File: config.mk
export PLATFORM = sky130hd
export DESIGN_NAME = hall_sector_angle_interpolator_flat
export DESIGN_NICKNAME = d
export VERILOG_FILES = /design/src/design/hsai_pkg.sv /design/src/design/hsai_req_if.sv /design/src/design/hsai_rsp_if.sv /design/src/design/hsai_csr.sv /design/src/design/hsai_divider.sv /design/src/design/hall_sector_angle_interpolator.sv /design/src/flat_wrapper.sv
export SDC_FILE = /design/constraint.sdc
export NUM_CORES = 1
export LEC_CHECK = 0
export ABC_AREA = 1
export ABC_CLOCK_PERIOD_IN_PS = 5410
export BUFFER_PORTS_ARGS = -buffer_cell sky130_fd_sc_hd__buf_4
export CAP_MARGIN = 20
export CORE_MARGIN = 2
export CORE_UTILIZATION = 36
export CTS_BUF_LIST = sky130_fd_sc_hd__clkbuf_8
export DETAILED_ROUTE_END_ITERATION = 10
export GPL_ROUTABILITY_DRIVEN = 0
export PLACE_DENSITY = 0.65
export REMOVE_ABC_BUFFERS = 1
export SLEW_MARGIN = 20
export SYNTH_ARGS = -nofsm -noshare
export SYNTH_HDL_FRONTEND = slang
export SYNTH_HIERARCHICAL = 1
export SYNTH_SLANG_ARGS = --single-unit
File: constraint.sdc
create_clock -name clock -period 5.41 [get_ports clock]
set_input_delay 0.2705 -clock clock [delete_from_list [all_inputs] [get_ports clock]]
set_output_delay 0.2705 -clock clock [all_outputs]
set_load 0.005 [all_outputs]
File: src/design/hsai_pkg.sv
// Shared types, constants and the sector angle table for the Hall sector angle interpolator.
// Used by every module of the block; depends on nothing.
package hsai_pkg;

   localparam int PERIOD_BITS     = 16;
   localparam int ANGLE_FRAC_BITS = 7;

   localparam int PP_W    = 7;
   localparam int TO_W    = 16;
   localparam int HZ_W    = 28;
   localparam int CSR_W   = 28;
   localparam int DEN_W   = PERIOD_BITS + PP_W;
   localparam int NUM_RAW = 16 + 6 + ANGLE_FRAC_BITS;
   localparam int NUM_W   = (NUM_RAW > 32) ? (2 * ((NUM_RAW + 1) / 2)) : 32;
   localparam int STEPS   = NUM_W / 2;
   localparam int CNT_W   = $clog2(STEPS);
   localparam int ANG_W   = 9 + ANGLE_FRAC_BITS + 1;

   localparam logic [ANG_W-1:0] SECTOR_SPAN = ANG_W'(60) << ANGLE_FRAC_BITS;
   localparam logic [ANG_W-1:0] FULL_TURN   = ANG_W'(360) << ANGLE_FRAC_BITS;

   typedef logic [1:0] opcode_type;
   localparam opcode_type OP_INIT    = 2'd0;
   localparam opcode_type OP_CAPTURE = 2'd1;

   typedef logic [1:0] csr_index_type;
   localparam csr_index_type CSR_STALL_TIMEOUT = 2'd0;
   localparam csr_index_type CSR_PAIR_COUNT    = 2'd1;
   localparam csr_index_type CSR_TIMER_HZ      = 2'd2;

   typedef struct packed {
      logic [TO_W-1:0] stall_timeout_ms;
      logic [PP_W-1:0] pair_count;
      logic [HZ_W-1:0] timer_hz;
   } cfg_type;

   typedef struct packed {
      logic             start;
      logic [NUM_W-1:0] dividend;
      logic [DEN_W-1:0] divisor;
   } div_cmd_type;

   typedef struct packed {
      logic             done;
      logic [NUM_W-1:0] quotient;
   } div_status_type;

   function automatic logic [8:0] base_deg(input logic [2:0] sector);
      logic [8:0] deg;
      case (sector)
         3'd1: deg = 9'd330;
         3'd2: deg = 9'd90;
         3'd3: deg = 9'd30;
         3'd4: deg = 9'd210;
         3'd5: deg = 9'd270;
         3'd6: deg = 9'd150;
         default: deg = 9'd0;
      endcase
      return deg;
   endfunction

endpackage

File: src/design/hsai_req_if.sv
// Request channel of the Hall sector angle interpolator: valid, ready and the request fields.
// Depends on nothing.
interface hsai_req_if;
   logic        valid;
   logic        ready;
   logic [1:0]  opcode;
   logic [2:0]  hall_bits;
   logic [15:0] captured_period;
   logic [15:0] counter_now;
   logic [31:0] time_ms;

   modport source (output valid, opcode, hall_bits, captured_period, counter_now, time_ms,
                   input ready);
   modport sink (input valid, opcode, hall_bits, captured_period, counter_now, time_ms,
                 output ready);
endinterface

File: src/design/hsai_rsp_if.sv
// Response channel of the Hall sector angle interpolator: valid, ready and the result fields.
// Depends on nothing.
interface hsai_rsp_if;
   logic        valid;
   logic        ready;
   logic [15:0] angle;
   logic [2:0]  sector_out;
   logic [15:0] speed_rpm;
   logic        stalled;

   modport source (output valid, angle, sector_out, speed_rpm, stalled, input ready);
   modport sink (input valid, angle, sector_out, speed_rpm, stalled, output ready);
endinterface

File: src/design/hsai_csr.sv
// Configuration registers of the Hall sector angle interpolator.
// Depends on hsai_pkg.
module hsai_csr (
   input  logic                   clock,
   input  logic                   reset,
   input  logic                   csr_wr_en,
   input  hsai_pkg::csr_index_type csr_index,
   input  logic [hsai_pkg::CSR_W-1:0] csr_wdata,
   output hsai_pkg::cfg_type      cfg
);
   import hsai_pkg::*;

   cfg_type cfg_ff;
   cfg_type cfg_in;

   always_comb begin
      cfg_in = cfg_ff;
      if (csr_wr_en) begin
         case (csr_index)
            CSR_STALL_TIMEOUT: cfg_in.stall_timeout_ms = csr_wdata[TO_W-1:0];
            CSR_PAIR_COUNT:    cfg_in.pair_count = csr_wdata[PP_W-1:0];
            CSR_TIMER_HZ:      cfg_in.timer_hz = csr_wdata[HZ_W-1:0];
            default:           cfg_in = cfg_ff;
         endcase
      end
   end

   always_ff @(posedge clock) begin
      if (reset) begin
         cfg_ff.stall_timeout_ms <= TO_W'(100);
         cfg_ff.pair_count <= PP_W'(15);
         cfg_ff.timer_hz <= HZ_W'(1000000);
      end else begin
         cfg_ff <= cfg_in;
      end
   end

   assign cfg = cfg_ff;

endmodule

File: src/design/hsai_divider.sv
// Shared restoring divider that produces two quotient bits per cycle.
// Depends on hsai_pkg.
module hsai_divider (
   input  logic                       clock,
   input  logic                       reset,
   input  hsai_pkg::div_cmd_type      cmd,
   output hsai_pkg::div_status_type   status
);
   import hsai_pkg::*;

   logic             busy_ff, busy_in;
   logic             done_ff, done_in;
   logic [CNT_W-1:0] count_ff, count_in;
   logic [DEN_W-1:0] rem_ff, rem_in;
   logic [NUM_W-1:0] num_ff, num_in;
   logic [DEN_W-1:0] den_ff, den_in;

   logic [DEN_W:0]   r1, r2;
   logic [DEN_W-1:0] r1s;
   logic             ge1, ge2;

   always_comb begin
      r1  = {rem_ff, num_ff[NUM_W-1]};
      ge1 = r1 >= {1'b0, den_ff};
      r1s = ge1 ? DEN_W'(r1 - {1'b0, den_ff}) : r1[DEN_W-1:0];
      r2  = {r1s, num_ff[NUM_W-2]};
      ge2 = r2 >= {1'b0, den_ff};

      busy_in  = busy_ff;
      done_in  = 1'b0;
      count_in = count_ff;
      rem_in   = rem_ff;
      num_in   = num_ff;
      den_in   = den_ff;

      if (cmd.start) begin
         busy_in  = 1'b1;
         count_in = '0;
         rem_in   = '0;
         num_in   = cmd.dividend;
         den_in   = cmd.divisor;
      end else if (busy_ff) begin
         rem_in   = ge2 ? DEN_W'(r2 - {1'b0, den_ff}) : r2[DEN_W-1:0];
         num_in   = {num_ff[NUM_W-3:0], ge1, ge2};
         count_in = count_ff + CNT_W'(1);
         if (count_ff == CNT_W'(STEPS - 1)) begin
            busy_in = 1'b0;
            done_in = 1'b1;
         end
      end
   end

   always_ff @(posedge clock) begin
      if (reset) begin
         busy_ff  <= 1'b0;
         done_ff  <= 1'b0;
         count_ff <= '0;
      end else begin
         busy_ff  <= busy_in;
         done_ff  <= done_in;
         count_ff <= count_in;
      end
      rem_ff <= rem_in;
      num_ff <= num_in;
      den_ff <= den_in;
   end

   assign status.done     = done_ff;
   assign status.quotient = num_ff;

endmodule

File: src/design/hall_sector_angle_interpolator.sv
// Top level of the Hall sector angle interpolator: sensor state, sequencer and result register.
// Depends on hsai_pkg, hsai_req_if, hsai_rsp_if, hsai_csr and hsai_divider.
//
// The block takes one request at a time and answers each with one response. A request that
// needs both divisions runs them in turn on one shared divider, which yields two quotient bits
// per cycle: first the in-sector angle, then the speed. When the motor is stalled or the
// period is zero both divisions are skipped; when the pole pair count is zero only the speed
// division is skipped. A new request is taken as soon as the previous one has been handed to
// the response register, even while that response still waits. Configuration writes take
// effect at once and must be made only while the block is idle.
module hall_sector_angle_interpolator (
   input  logic                          clock,
   input  logic                          reset,
   hsai_req_if.sink                      req,
   hsai_rsp_if.source                    rsp,
   input  logic                          csr_wr_en,
   input  hsai_pkg::csr_index_type       csr_index,
   input  logic [hsai_pkg::CSR_W-1:0]    csr_wdata
);
   import hsai_pkg::*;

   typedef enum logic [2:0] {
      ST_IDLE,
      ST_START_A,
      ST_WAIT_A,
      ST_START_R,
      ST_WAIT_R,
      ST_FIN
   } state_type;

   cfg_type        cfg;
   div_cmd_type    div_cmd;
   div_status_type div_status;

   state_type              state_ff, state_in;
   logic [2:0]             sector_ff, sector_in;
   logic [PERIOD_BITS-1:0] period_ff, period_in;
   logic [31:0]            last_ff, last_in;
   logic                   stalled_ff, stalled_in;
   logic [15:0]            counter_ff, counter_in;
   logic [DEN_W-1:0]       prod_ff, prod_in;
   logic [ANG_W-1:0]       angle_ff, angle_in;
   logic [15:0]            rpm_ff, rpm_in;

   logic                   rsp_valid_ff, rsp_valid_in;
   logic [15:0]            rsp_angle_ff, rsp_angle_in;
   logic [2:0]             rsp_sector_ff, rsp_sector_in;
   logic [15:0]            rsp_rpm_ff, rsp_rpm_in;
   logic                   rsp_stalled_ff, rsp_stalled_in;

   logic                   accept;
   logic [31:0]            elapsed;
   logic [31:0]            cap_ext;
   logic [ANG_W-1:0]       base_ang;
   logic [ANG_W-1:0]       inner;
   logic [ANG_W-1:0]       ang_sum;
   logic [31:0]            ang_out;

   hsai_csr u_csr (
      .clock     (clock),
      .reset     (reset),
      .csr_wr_en (csr_wr_en),
      .csr_index (csr_index),
      .csr_wdata (csr_wdata),
      .cfg       (cfg)
   );

   hsai_divider u_divider (
      .clock  (clock),
      .reset  (reset),
      .cmd    (div_cmd),
      .status (div_status)
   );

   assign req.ready = (state_ff == ST_IDLE);
   assign accept    = req.valid && req.ready;
   assign cap_ext   = {16'd0, req.captured_period};
   assign base_ang  = ANG_W'(base_deg(sector_ff)) << ANGLE_FRAC_BITS;
   assign inner     = (div_status.quotient > NUM_W'(SECTOR_SPAN)) ? SECTOR_SPAN
                      : div_status.quotient[ANG_W-1:0];
   assign ang_sum   = base_ang + inner;
   assign ang_out   = 32'(angle_ff);

   always_comb begin
      state_in   = state_ff;
      sector_in  = sector_ff;
      period_in  = period_ff;
      last_in    = last_ff;
      stalled_in = stalled_ff;
      counter_in = counter_ff;
      prod_in    = prod_ff;
      angle_in   = angle_ff;
      rpm_in     = rpm_ff;
      elapsed    = '0;

      rsp_valid_in   = rsp_valid_ff && !rsp.ready;
      rsp_angle_in   = rsp_angle_ff;
      rsp_sector_in  = rsp_sector_ff;
      rsp_rpm_in     = rsp_rpm_ff;
      rsp_stalled_in = rsp_stalled_ff;

      div_cmd.start    = 1'b0;
      div_cmd.dividend = (NUM_W'(counter_ff) * NUM_W'(60)) << ANGLE_FRAC_BITS;
      div_cmd.divisor  = DEN_W'(period_ff);

      case (state_ff)
         ST_IDLE: begin
            if (accept) begin
               counter_in = req.counter_now;
               if (req.opcode == OP_INIT) begin
                  sector_in = req.hall_bits;
               end else if (req.opcode == OP_CAPTURE) begin
                  period_in = cap_ext[PERIOD_BITS-1:0];
                  last_in   = req.time_ms;
                  if (req.hall_bits != 3'd0 && req.hall_bits != 3'd7) begin
                     sector_in = req.hall_bits;
                  end
               end
               elapsed    = req.time_ms - last_in;
               stalled_in = elapsed > 32'(cfg.stall_timeout_ms);
               if (stalled_in) begin
                  period_in = '0;
               end
               state_in = ST_START_A;
            end
         end
         ST_START_A: begin
            prod_in = DEN_W'(period_ff) * DEN_W'(cfg.pair_count);
            if (period_ff != '0) begin
               div_cmd.start = 1'b1;
               state_in = ST_WAIT_A;
            end else begin
               angle_in = base_ang;
               state_in = ST_START_R;
            end
         end
         ST_WAIT_A: begin
            if (div_status.done) begin
               angle_in = (ang_sum >= FULL_TURN) ? ang_sum - FULL_TURN : ang_sum;
               state_in = ST_START_R;
            end
         end
         ST_START_R: begin
            div_cmd.dividend = NUM_W'(32'(cfg.timer_hz) * 32'd10);
            div_cmd.divisor  = prod_ff;
            if (period_ff != '0 && cfg.pair_count != '0) begin
               div_cmd.start = 1'b1;
               state_in = ST_WAIT_R;
            end else begin
               rpm_in   = '0;
               state_in = ST_FIN;
            end
         end
         ST_WAIT_R: begin
            if (div_status.done) begin
               rpm_in = (div_status.quotient > NUM_W'(16'hFFFF)) ? 16'hFFFF
                        : div_status.quotient[15:0];
               state_in = ST_FIN;
            end
         end
         ST_FIN: begin
            if (!rsp_valid_ff || rsp.ready) begin
               rsp_valid_in   = 1'b1;
               rsp_angle_in   = ang_out[15:0];
               rsp_sector_in  = sector_ff;
               rsp_rpm_in     = rpm_ff;
               rsp_stalled_in = stalled_ff;
               state_in       = ST_IDLE;
            end
         end
         default: begin
            state_in = ST_IDLE;
         end
      endcase
   end

   always_ff @(posedge clock) begin
      if (reset) begin
         state_ff     <= ST_IDLE;
         sector_ff    <= '0;
         period_ff    <= '0;
         last_ff      <= '0;
         rsp_valid_ff <= 1'b0;
      end else begin
         state_ff     <= state_in;
         sector_ff    <= sector_in;
         period_ff    <= period_in;
         last_ff      <= last_in;
         rsp_valid_ff <= rsp_valid_in;
      end
      stalled_ff     <= stalled_in;
      counter_ff     <= counter_in;
      prod_ff        <= prod_in;
      angle_ff       <= angle_in;
      rpm_ff         <= rpm_in;
      rsp_angle_ff   <= rsp_angle_in;
      rsp_sector_ff  <= rsp_sector_in;
      rsp_rpm_ff     <= rsp_rpm_in;
      rsp_stalled_ff <= rsp_stalled_in;
   end

   assign rsp.valid      = rsp_valid_ff;
   assign rsp.angle      = rsp_angle_ff;
   assign rsp.sector_out = rsp_sector_ff;
   assign rsp.speed_rpm  = rsp_rpm_ff;
   assign rsp.stalled    = rsp_stalled_ff;

endmodule

File: src/flat_wrapper.sv
// flat-port wrapper written by rule: the top's interface ports become plain ports
module hall_sector_angle_interpolator_flat import hsai_pkg::*;
  (clock, reset, csr_wr_en, csr_index, csr_wdata, req_valid, req_opcode, req_hall_bits, req_captured_period, req_counter_now, req_time_ms, req_ready, rsp_valid, rsp_angle, rsp_sector_out, rsp_speed_rpm, rsp_stalled, rsp_ready);
  hsai_req_if req_i ();
  hsai_rsp_if rsp_i ();
  input  logic clock;
  input  logic reset;
  input  logic csr_wr_en;
  input  hsai_pkg::csr_index_type csr_index;
  input  logic [hsai_pkg::CSR_W-1:0] csr_wdata;
  input wire logic [$bits(req_i.valid)-1:0] req_valid;
  input wire logic [$bits(req_i.opcode)-1:0] req_opcode;
  input wire logic [$bits(req_i.hall_bits)-1:0] req_hall_bits;
  input wire logic [$bits(req_i.captured_period)-1:0] req_captured_period;
  input wire logic [$bits(req_i.counter_now)-1:0] req_counter_now;
  input wire logic [$bits(req_i.time_ms)-1:0] req_time_ms;
  output wire logic [$bits(req_i.ready)-1:0] req_ready;
  output wire logic [$bits(rsp_i.valid)-1:0] rsp_valid;
  output wire logic [$bits(rsp_i.angle)-1:0] rsp_angle;
  output wire logic [$bits(rsp_i.sector_out)-1:0] rsp_sector_out;
  output wire logic [$bits(rsp_i.speed_rpm)-1:0] rsp_speed_rpm;
  output wire logic [$bits(rsp_i.stalled)-1:0] rsp_stalled;
  input wire logic [$bits(rsp_i.ready)-1:0] rsp_ready;
  assign req_i.valid = req_valid;
  assign req_i.opcode = req_opcode;
  assign req_i.hall_bits = req_hall_bits;
  assign req_i.captured_period = req_captured_period;
  assign req_i.counter_now = req_counter_now;
  assign req_i.time_ms = req_time_ms;
  assign req_ready = req_i.ready;
  assign rsp_valid = rsp_i.valid;
  assign rsp_angle = rsp_i.angle;
  assign rsp_sector_out = rsp_i.sector_out;
  assign rsp_speed_rpm = rsp_i.speed_rpm;
  assign rsp_stalled = rsp_i.stalled;
  assign rsp_i.ready = rsp_ready;
  hall_sector_angle_interpolator u_core (.clock(clock), .reset(reset), .req(req_i), .rsp(rsp_i), .csr_wr_en(csr_wr_en), .csr_index(csr_index), .csr_wdata(csr_wdata));
endmodule
# After elaboration in Yosys (flattened, before gate mapping)

Index checks and enable logic that the tools add are counted.

Bitwise gates (word level): 1
Add/sub/neg operators: 6
Eq/ne operators: 23
Reduce and logical (&&, ||, !) cells: 31
Div/mod/pow operators: 0
Shift-type cells: 0
Multiplexer cells: 41
Multipliers: 3
Magnitude comparators: 6

Operators with widths:

| cell                                                                | count |
|---|---|
| two-way mux 32 bit                                                  | 6 |
| two-way mux 16 bit                                                  | 9 |
| one-hot mux 16 bit (2 select lines)                                 | 2 |
| two-way mux 55 bit                                                  | 1 |
| one-hot mux 9 bit (6 select lines)                                  | 1 |
| greater-or-equal comparator 24 x 23 -> 1 bit                        | 2 |
| two-way mux 23 bit                                                  | 2 |
| subtractor 23 bit                                                   | 2 |
| greater-than comparator 32 x 13 -> 1 bit, second input constant     | 1 |
| greater-than comparator 32 x 16 -> 1 bit                            | 1 |
| greater-than comparator 32 x 16 -> 1 bit, second input constant     | 1 |
| subtractor 32 bit                                                   | 1 |
| multiplier 28 x 3 -> 31 bit, second input constant                  | 1 |
| multiplier 16 x 7 -> 23 bit                                         | 1 |
| two-way mux 3 bit                                                   | 7 |
| multiplier 16 x 4 -> 20 bit, second input constant                  | 1 |
| one-hot mux 3 bit (6 select lines)                                  | 1 |
| adder 16 x 17 -> 17 bit                                             | 1 |
| greater-or-equal comparator 17 x 16 -> 1 bit, second input constant | 1 |
| two-way mux 17 bit                                                  | 1 |
| nonzero test 16 bit                                                 | 1 |
| subtractor 16 bit, second input constant                            | 1 |
| == test 3 bit, second input constant                                | 5 |
| == test 3 x 2 -> 1 bit, second input constant                       | 4 |
| other kinds (24)                                                    | 57 |

Memories kept: 0
Bits of input ports: 104
Logic and storage cells: 135
Bits in writable memories: 0
Bits in latches: 0
Output and inout port bits: 38
Bits in read-only memories: 0
Register bits after elaboration: 298

# Logic depth before layout (Yosys ltp)

Depth after elaboration: 9
Mapped depth: 38
Gate-level depth less buffers: 34

# By module

Netlist, hierarchy kept.

By module, submodules not included:

| module                         | area each (um^2) | times used | cells an instance |
|---|---|---|---|
| hall_sector_angle_interpolator | 16585.9          | 1          | 2236 |
| hsai_divider                   | 7043.0           | 1          | 1074 |
| hsai_csr                       | 2080.7           | 1          | 305 |

# Worst setup path after synthesis

OpenSTA, ideal clock, no wires.

Path type: reg2reg
From: register u_core.u_csr.cfg_ff (netlist bit u_core/u_csr/cfg[31])
To: register u_core.prod_ff[21] (data pin)
Stages on the path, launching flop included: 22
Data arrival time: 4.817 ns
Buffers on the path: 2
Data required time: 5.152 ns
Clock period less this slack: 5.074 ns
Path slack: 0.336 ns
Cells stage by stage: dfxtp_1 -> clkbuf_1 -> clkbuf_1 -> nand2_1 -> fa_1 -> fa_1 -> inv_1 -> fa_1 -> inv_1 -> fa_1 -> inv_1 -> ha_1 -> a21oi_1 -> o21ai_0 -> a21oi_1 -> o21ai_0 -> a31oi_1 -> o21bai_1 -> a21boi_0 -> o21bai_1 -> a21oi_1 -> xnor2_1

Longest elaborated chain between the ends: 1

RTL lines:

| item                        | line                                  | RTL |
|---|---|---|
| start: declaration          | hsai_csr.sv:13                        | `cfg_type cfg_ff;` |
| start signal: assignment    | hsai_csr.sv:34                        | `cfg_ff <= cfg_in;` |
| multiplier 16 x 7 -> 23 bit | hall_sector_angle_interpolator.sv:128 | `prod_in = DEN_W'(period_ff) * DEN_W'(cfg.pair_count);` |
| end signal: assignment      | hall_sector_angle_interpolator.sv:193 | `prod_ff <= prod_in;` |
| end: declaration            | hall_sector_angle_interpolator.sv:41  | `logic [DEN_W-1:0] prod_ff, prod_in;` |

No other way between the ends.
A chain may end at the register's enable or synchronous reset.

# Worst setup path in the final report

From: register u_core.u_csr.cfg_ff (netlist bit u_core/u_csr/cfg[30])
To: register u_core.prod_ff[21] (data pin)

The elaborated chain is that of the path after synthesis.

==> metrics.cfg <==
[status]
status=complete, no violations

[clock_network]
htreeDepth=2
cts_root_buf=clkbuf_8
cts_buffers=54
cts_sinks=298
cts_tree=yes
clockBufferDepth=3
post-cts-setup-buffers=0
insertion_delay_ns=0.69
ctsResizeCount=0
path_clk_slew_ns=0.06

[run]
max-cap-violations=0

[placement]
dpl_cell_area_sq_um=27740
dp_hpwl_mm=52.91
dpl_worst_slack_ns=0.3569
portBuffers=141

[hold_path]
hold_class=in -> reg

[global_route]
grt_pass1_wl_mm=110.3
grt-ovfl-total=0
grtUsageTotal_pct=18.15
grt_pass1_vias=21620
use_met3_pct=2.689
met2_usage_pct=28.91
grt_max_degree=61
top_usage_layer=met2
gr-usage-met1_pct=25.37
antenna_found_initial=4

[routing]
drt_pass1_iterations=5
viasPerCell=4.840
drt-total-wl_mm=67.73
routedWlPerCell_microns=14.16
drc=0
via_count=23150
ant_nets=0
first_iter_violations=1743

[floorplanning]
start_util_pct=36.52
core_sq_um=70390
die_height_microns=271.2
num_rows=97
die_area_sq_um=73570
ios=142
die_w_microns=271.2

[yosys]
ys_top_cells_by_count=1053 x nand2_1, 617 x inv_1, 264 x nor2_1, 236 x a21oi_1, 209 x ha_1
syn_area_sq_um=25710
postSynthAreaPerCell_sq_um=7.112
ys_ff_latch=298
ys_seq_area_share_pct=29.55
ys_types=54
post-synth-top-count-cell=nand2_1
synth_area_leaders=edfxtp_1 19%, nand2_1 15%, dfxtp_1 11%
synth_cells=3615
ys.flop_type=edfxtp_1
async_flop_share_pct=0
synth_top_area_share_pct=19.04
yosysWarnings=6
synth_largest_area_cell=edfxtp_1
synth_edf_count=163

[power]
peakVddDrop_mv=0.2914
p_leak_nw=15.07
power.density_nw_per_um2=568.4
total_power_mw=16.73

[final_layout]
final_util_pct=41.82
fin_nets=4216
fillCellCount=7311
drive_gt1_share_pct=9.162
area_growth_syn_to_layout_pct=14.49
finish.instance_area_sq_um=29440

[setup_path]
worstPathRequired_ns=5.84
crit_arrival_ns=5.42
setup.worst_path.class=reg -> reg
startpoint_type=flop
cp-end-kind=flop
critPathMaxFanout=10

[sta]
tightestPinTransition_ns=0.9778
rsz0062_at_grt=false
hold_violations=0
clock_skew_ns=0.07339
final_max_slew_viol_count=0
setup_viol=0
fmax_ghz=0.2005
whs_ns=0.04295
finalCriticalPeriod_ns=4.987
final.setup.worst_slack_ns=0.4233
fin_crit_sh_pct=92.18
relSlewSlack_pct=34.74

## layout by cell type (no fill, tap or decap), drive strengths merged, types with 2 or more instances in the layout
| cell type | count |
|---|---|
| buf | 179 |
| nor3 | 41 |
| nand3 | 182 |
| dlygate4sd3 | 60 |
| bufinv | 2 |
| o21bai | 13 |
| clkinv | 12 |
| a21o | 7 |
| inv | 661 |
| a21boi | 4 |
| o21ai | 168 |
| o221ai | 2 |
| a31oi | 13 |
| edfxtp | 163 |
| clkbuf | 60 |
| or2 | 18 |
| nand4 | 80 |
| a211oi | 8 |
| nor3b | 2 |
| o211ai | 5 |
| nand3b | 11 |
| conb | 4 |
| ha | 209 |
| fa | 102 |
| a21oi | 239 |
| dfxtp | 135 |
| nor2 | 281 |
| and2 | 4 |
| xnor2 | 37 |
| nor4 | 10 |
| xor2 | 43 |
| o21a | 3 |
| nand2 | 1074 |
| o31ai | 5 |
## where the power goes
group          internal (mW)  switching (mW)
combinational           3.93            6.89
clock                   1.12            1.03
sequential              3.32           0.438
total                   8.37            8.36
## critical path, cell delays in order (launching register included)
cell and delay [ns]:
dfxtp_1 0.55, nand2_1 0.13, fa_1 0.48, fa_1 0.49, inv_1 0.06, fa_1 0.54, inv_1 0.06, fa_1 0.52
inv_1 0.04, ha_1 0.34, a21oi_1 0.14, o21ai_0 0.11, a21oi_1 0.20, o21ai_0 0.16, a31oi_1 0.24, o21bai_1 0.13
a21boi_0 0.29, o21bai_1 0.10, a21oi_1 0.16, xnor2_1 0.07
## final timing paths
path | startpoint | depth (start not counted) | endpoint | slack [ns]
setup / recovery | u_core/u_csr/cfg[30] | 19 | u_core/prod_ff[21] | 0.42
hold / removal | req_captured_period[1] | 5 | u_core/period_ff[1] | 0.04
setup reg to reg | u_core/u_csr/cfg[30] | 19 | u_core/prod_ff[21] | 0.42
hold reg to reg | u_core/angle_ff[4] | 0 | u_core/rsp.angle[4] | 0.42
## routing by layer
metal  share of wire (%)  wire [microns]  vias to the layer above
met4                 2.7            1842                        2
met1                  47           31930                    10550
met2                  44           29980                      609
met5               0.010               7                        -
met3                 5.9            3967                      115
li1                    -               -                    11880
## layout make-up
| type | instances | area, sq um | area share [%] |
|---|---|---|---|
| Antenna cell | 1 | 2.502 | 0.008501 |
| Clock buffer | 60 | 825.8 | 2.805 |
| Clock inverter | 37 | 230.2 | 0.7821 |
| Inverter | 639 | 2399 | 8.148 |
| Multi-Input combinational cell | 2569 | 15230 | 51.73 |
| Sequential cell | 298 | 7597 | 25.81 |
| Tap cell | 940 | 1176 | 3.996 |
| Timing Repair Buffer | 239 | 1977 | 6.716 |
## flip-flops by register name, indices dropped and copies added (netlist names), 3 cells and up
name and cells:
u_core/u_csr/cfg 51, u_core/last_ff 32, u_core/u_divider/num_ff 32, u_core/angle_ff 16
u_core/sector_ff 3, u_core/state_ff 3, u_core/prod_ff 23, u_core/counter_ff 16
u_core/rsp.angle 16, u_core/rsp.sector_out 3, u_core/rpm_ff 16, u_core/rsp.speed_rpm 16
u_core/u_divider/rem_ff 23, u_core/u_divider/count_ff 4, u_core/u_divider/den_ff 23, u_core/period_ff 16
## logic make-up after synthesis
group / Yosys count / share of synthesized area (%)
AND/OR/NAND/NOR: 1703 / 28.41
buffers and inverters: 751 / 11.38
AO/OA/AOI/OAI: 471 / 9.806
adder cells (fa/ha/maj): 311 / 18.11
flip-flops: 298 / 29.55
XOR/XNOR: 80 / 2.725
other: 1 / 0.01459
## through the flow
step | cells | setup TNS (ns)
2_1_floorplan | 3506 | -47.71
3_3_place_gp | 4624 | 0
3_5_place_dp | 4624 | 0
4_1_cts | 4781 | 0
5_1_grt | 4783 | 0
6_report | 4783 | 0
## what timing repair did
item	in CTS	in global routing
endpoints found under the setup margin	0	0
endpoints found under the hold margin	80	0
hold buffers	60	0
(Power assumes the default switching activity.)
